**config.mk**
```make
export PLATFORM = sky130hd
export DESIGN_NAME = hks_ctrl
export DESIGN_NICKNAME = d
export VERILOG_FILES = /design/src/hks_pkg.sv /design/src/hks_ctrl.sv
export SDC_FILE = /design/constraint.sdc
export NUM_CORES = 1
export LEC_CHECK = 0
export BUFFER_PORTS_ARGS = -buffer_cell sky130_fd_sc_hd__buf_2
export CELL_PAD_IN_SITES_DETAIL_PLACEMENT = 1
export CELL_PAD_IN_SITES_GLOBAL_PLACEMENT = 2
export CORE_MARGIN = 2
export CORE_UTILIZATION = 20
export DETAILED_ROUTE_END_ITERATION = 12
export PLACE_DENSITY = 0.73
export SETUP_SLACK_MARGIN = 0.05
export SYNTH_ARGS = -nofsm -noshare
export SYNTH_HDL_FRONTEND = slang
export SYNTH_SLANG_ARGS = --single-unit
```
**constraint.sdc**
```tcl
create_clock -name clk -period 1.1 [get_ports clk]
set_input_delay 0.165 -clock clk [delete_from_list [all_inputs] [get_ports clk]]
set_output_delay 0.165 -clock clk [all_outputs]
set_load 0.02 [all_outputs]
```
**src/hks_pkg.sv**
```systemverilog
`default_nettype none

package hks_pkg;

    localparam int unsigned BUCKETS_DEF = 256;
    localparam int unsigned WAYS_DEF    = 4;

    localparam int unsigned ACTION_W = 2;
    localparam int unsigned KEY_W    = 32;
    localparam int unsigned STATUS_W = 2;
    localparam int unsigned COUNT_W  = 11;

    localparam logic [KEY_W-1:0] JH_INIT = 32'hdeadbeef;
    localparam logic [KEY_W-1:0] JH_LEN  = 32'd4;

    typedef enum logic [ACTION_W-1:0] {
        ACT_FIND  = 2'd0,
        ACT_ADD   = 2'd1,
        ACT_CLEAR = 2'd2,
        ACT_NONE  = 2'd3
    } action_t;

    typedef enum logic [STATUS_W-1:0] {
        ST_DONE    = 2'd0,
        ST_PRESENT = 2'd1,
        ST_FULL    = 2'd2
    } status_t;

    typedef enum logic [2:0] {
        S_INIT,
        S_IDLE,
        S_HASH_A,
        S_HASH_B,
        S_READ,
        S_CLEAR,
        S_FINISH
    } state_t;

    typedef struct packed {
        logic load;
        logic hash_a;
        logic hash_b;
        logic rd;
        logic sweep;
        logic finish;
    } cmd_t;

    typedef struct packed {
        logic    sweep_last;
        logic    out_busy;
    } sts_t;

    // one lookup3 mixing step: t ^= s; t -= rotl(s, r)
    function automatic logic [KEY_W-1:0] jh_mix(
        input logic [KEY_W-1:0] t,
        input logic [KEY_W-1:0] s,
        input int unsigned      r
    );
        logic [KEY_W-1:0] rot;
        rot = (s << r) | (s >> (KEY_W - r));
        return (t ^ s) - rot;
    endfunction

endpackage

`default_nettype wire

```
**src/hks_ctrl.sv**
```systemverilog
`default_nettype none

module hks_ctrl
    import hks_pkg::*;
(
    input  wire logic    clk,
    input  wire logic    rst_n,
    input  wire logic    req_valid,
    input  wire action_t req_action,
    output logic         req_ready,
    input  wire sts_t    sts,
    output cmd_t         cmd
);

    state_t state_reg;
    state_t state_next;

    always_ff @(posedge clk or negedge rst_n)
    begin
        if (!rst_n)
        begin
            state_reg <= S_INIT;
        end
        else
        begin
            state_reg <= state_next;
        end
    end

    always_comb
    begin
        state_next = state_reg;
        unique case (state_reg)
            S_INIT:
            begin
                if (sts.sweep_last)
                begin
                    state_next = S_IDLE;
                end
            end
            S_IDLE:
            begin
                if (req_valid)
                begin
                    unique case (req_action)
                        ACT_FIND, ACT_ADD: state_next = S_HASH_A;
                        ACT_CLEAR:         state_next = S_CLEAR;
                        ACT_NONE:          state_next = S_FINISH;
                    endcase
                end
            end
            S_HASH_A: state_next = S_HASH_B;
            S_HASH_B: state_next = S_READ;
            S_READ:   state_next = S_FINISH;
            S_CLEAR:
            begin
                if (sts.sweep_last)
                begin
                    state_next = S_FINISH;
                end
            end
            S_FINISH:
            begin
                // hold until the previous result has been taken
                if (!sts.out_busy)
                begin
                    state_next = S_IDLE;
                end
            end
            default: state_next = S_IDLE;
        endcase
    end

    always_comb
    begin
        req_ready  = (state_reg == S_IDLE);
        cmd        = '0;
        cmd.load   = (state_reg == S_IDLE) && req_valid;
        cmd.hash_a = (state_reg == S_HASH_A);
        cmd.hash_b = (state_reg == S_HASH_B);
        cmd.rd     = (state_reg == S_READ);
        cmd.sweep  = (state_reg == S_INIT) || (state_reg == S_CLEAR);
        cmd.finish = (state_reg == S_FINISH) && !sts.out_busy;
    end

    a_init_once: assert property (@(posedge clk) disable iff (!rst_n)
        state_reg != S_INIT |=> state_reg != S_INIT)
        else $error("table sweep after reset restarted");

    a_load_leaves_idle: assert property (@(posedge clk) disable iff (!rst_n)
        cmd.load |=> state_reg != S_IDLE)
        else $error("accepted word did not start work");

    a_sweep_ends: assert property (@(posedge clk) disable iff (!rst_n)
        cmd.sweep && sts.sweep_last |=> !cmd.sweep)
        else $error("sweep ran past last bucket");

endmodule

`default_nettype wire

```
# == Yosys cells after proc, flatten, opt, wreduce, memory -nomap -nowiden ==
# Cells that the tools add are included.
# word_totals
ff_bits,3
out_inout_bits,7
# op_classes
n_eq_ne,13
mux,6
n_reduce_logical,8
# ops
operator,count
3-bit one-hot mux with 7 select lines,1
3-bit 2-to-1 mux,4
"3-bit equality test, second input constant",3
3-bit one-hot mux with 3 select lines,1
"2-bit != test, second input constant",4
"3-bit by 2-bit equality test with 1-bit output, second input constant",2
"2-bit equality test, second input constant",2
4-bit AND reduction,1
"3-bit by 1-bit equality test with 1-bit output, second input constant",1
3-bit logical NOT,1
"2-bit by 1-bit equality test with 1-bit output, second input constant",1
1-bit logical AND,2
2-bit logical NOT,1
2-bit OR reduction,1
1-bit logical NOT,1
1-bit logical OR,1

# == Logic depth before layout (Yosys ltp) ==
# depth
ltp_word,5
ltp_mapped,4
ltp_nobuf,3

# == Worst setup path before layout ==
# Ideal clock, no wire load.
# synth_timing
path_type,flip-flop to output port
from,reg state_reg[2]
to,out cmd[5] in the netlist's numbering
t_arrival_ps,1183
required_time_ps,935
slack_ps,-248
stages_incl_launch_ff,4
n_path_buf,0
path_cell_list,dfrtp_1 > nand2b_1 > nor2_1 > and2_1
# synth_rtl
element,line,text
start: declaration,hks_ctrl.sv:15,state_t state_reg;
start signal: assignment,hks_ctrl.sv:26,state_reg <= state_next;
end: declaration,hks_ctrl.sv:12,output cmd_t cmd

==> results.txt <==
Status: complete, but fails checks
Failing checks: negative setup slack
Die Height: 40.1 µm
Post-synthesis sequential area ratio: 28.8%
Largest net degree at the start of global routing: 6
Worst rel slew slack: 84.4%
Data required time at the worst endpoint: 940 ps
Leak: 0.271 nW
Psw: 725 µW
CP Max Fanout: 5
Total Routing Usage GR: 15.1%
Flops & latches, synth: 3
Setup CP Type: flop to output pin
Most frequent cells in the layout: buf_4 (10), buf_2 (8), buf_6 (7), clkbuf_4 (3)
YS warnings: 0
Initial antenna violation count: 0
Cell variety after synth: 22
Via/cell ratio: 4.58
Remaining antenna violation count: 0
Fmax: 743 MHz
First-pass iteration count of the detailed router: 3
Post-Layout Inst Area: 547 µm²
Core box area: 1160 µm²
Nets: 66
Post-synth top area share: 28.8%
Peak supply drop: 1060 µV
Setup slack after layout: -247 ps
Critical Path AT: 1180 ps
Vias in the first global route: 335
Cell Rows: 12
Residual DRC: 0
Worst Max-Slew Pin Slew: 232 ps
Antenna Cells: 0
Mean Syn Cell Area: 8.68 µm²
RSZ-0062 raised after global routing: yes
Max-cap violations: 0
Num Clock Sinks: 3
Reg clk slew, reported paths: 40 ps
Hpwl dp: 687 µm
Setup TNS: -1480 ps
Tmin final: 1350 ps
Syn Nets: 37
Wirelength, routed: 925 µm
Synth area leader: dfrtp_1
Fin crit share: 122%
Clock power frac: 11.7%
PortBufs: 13
Die width: 40.1 µm
Dpl cell area: 409 µm²
Hold crit path type: primary input to flop
P&R area growth vs syn: 110%
Comb pwr share: 73.8%
Sw frac: 41.0%
First-pass GRT wire length: 1.51 mm
Via count: 330
Max reg flops: 3
CTS root buffer: clkbuf_4
Max Transition Viols Final: 0
Post-Syn Instances: 30
Share of layout cells above drive strength 1: 79.3%
CTS H-tree depth: 1
Commonest non-fill, non-tap cell in the layout: buf_4
Overflow after GRT: 0
Clock Tree Buf Depth: 2
CTS Buf Count: 3
Power density over the cells: 3230 nW/µm²
Post-Syn Area: 260 µm²
I/O Pins: 14
Synth area leaders: dfrtp_1 (29%), nand2b_1 (7.2%), a221oi_2 (5.8%), a311oi_2 (5.8%), buf_6 (4.3%)
Initial Utilization: 22.5%
Startpoint Class: flop
Sequential cell fraction of total power: 14.5%
Die Area: 1610 µm²
DR iter-0 viols: 3
Crit. End Element: output pin
Clk Latency, worst-skew pair: 240 ps
Clock Skew: 5.27 ps
Routability cong.: 0.798
Cell-internal power: 1.04 mW
Fin. Hold Viols: 0
CTS tree: done
Mean routed wirelength per cell: 12.8 µm
Endpoints failing setup: 7
-- Yosys cell counts --
cell,number
dfrtp_1,3
nand2b_1,3
nor2_1,3
a21oi_1,2
inv_1,2
a21o_1,1
a21o_2,1
a221oi_2,1
a311oi_1,1
a311oi_2,1
a31oi_1,1
and2_1,1
and3_1,1
and3_2,1
and3b_2,1
buf_2,1
buf_6,1
nand2_1,1
nand2b_2,1
nor3_1,1
o21ai_1,1
or2b_1,1
-- worst paths after layout --
check                             start           end  cells past startpoint  slack, ps
max in group asynchronous         rst_n  state_reg[2]                      2        720
min                              sts[0]  state_reg[2]                      3        250
max                        state_reg[0]        cmd[3]                      3       -250
min reg2reg                state_reg[2]  state_reg[1]                      2        640
max reg2reg                state_reg[0]  state_reg[1]                      4          0
min in group asynchronous         rst_n  state_reg[0]                      2        260
-- kinds of logic after synthesis --
kind of cell,after synthesis,share of synthesized area [%]
flops,3,28.8
buf+inv,4,9.13
compound gates,9,29.3
simple gates,14,32.7
-- what timing repair did --
action | CTS | global route
resized for setup | 15 | 5
hold endpoints to repair | 3 | 0
pin swaps | 3 | 1
buffers inserted | 3 | 1
endpoints found under the setup margin | 9 | 10
gates cloned | 0 | 0
hold buffers | 1 | 0
-- final cells by class --
type,instances,area [µm²]
clock buffers,4,26.3
repair buffers,26,204
multi-input cells,23,214
flip-flops and latches,3,77.6
well taps,14,17.5
inverters,2,7.51
fillers,139,609
-- metal layers --
metal / vias up / global-route usage, % / routed length, µm
met1: 156 / 17.2 / 404
met5: - / 0 / 0
met4: 0 / 5.17 / 10
met3: 2 / 5.56 / 49
li1: 161 / - / -
met2: 11 / 25.4 / 461
-- per-stage QoR --
step	setup slack [ps]	std cells	util, %	power (mW)	hold WS (ps)
after floorplan	-14.9	30	-	0.867	-131
after global placement	-45.1	63	35.4	1.20	-39.2
after detailed placement	-94.7	63	35.4	1.23	-36.7
after CTS	-249	71	44.5	1.69	246
after global routing	-298	72	47.3	1.92	258
final	-247	72	47.3	1.77	246
-- critical path: stages (launching register included) --
cell and delay, ps:
dfrtp_1 410, buf_4 180, and3_2 200, buf_2 150
-- power groups by stage --
stage               Sequential (mW)  Combinational, mW  Clock [mW]
floorplan                     0.218              0.649           0
global placement              0.271              0.925           0
detailed placement            0.277              0.956           0
CTS                           0.255               1.22       0.210
global route                  0.270               1.42       0.231
finish                        0.257               1.30       0.207
No activity file was read; power rests on OpenSTA's default activity.
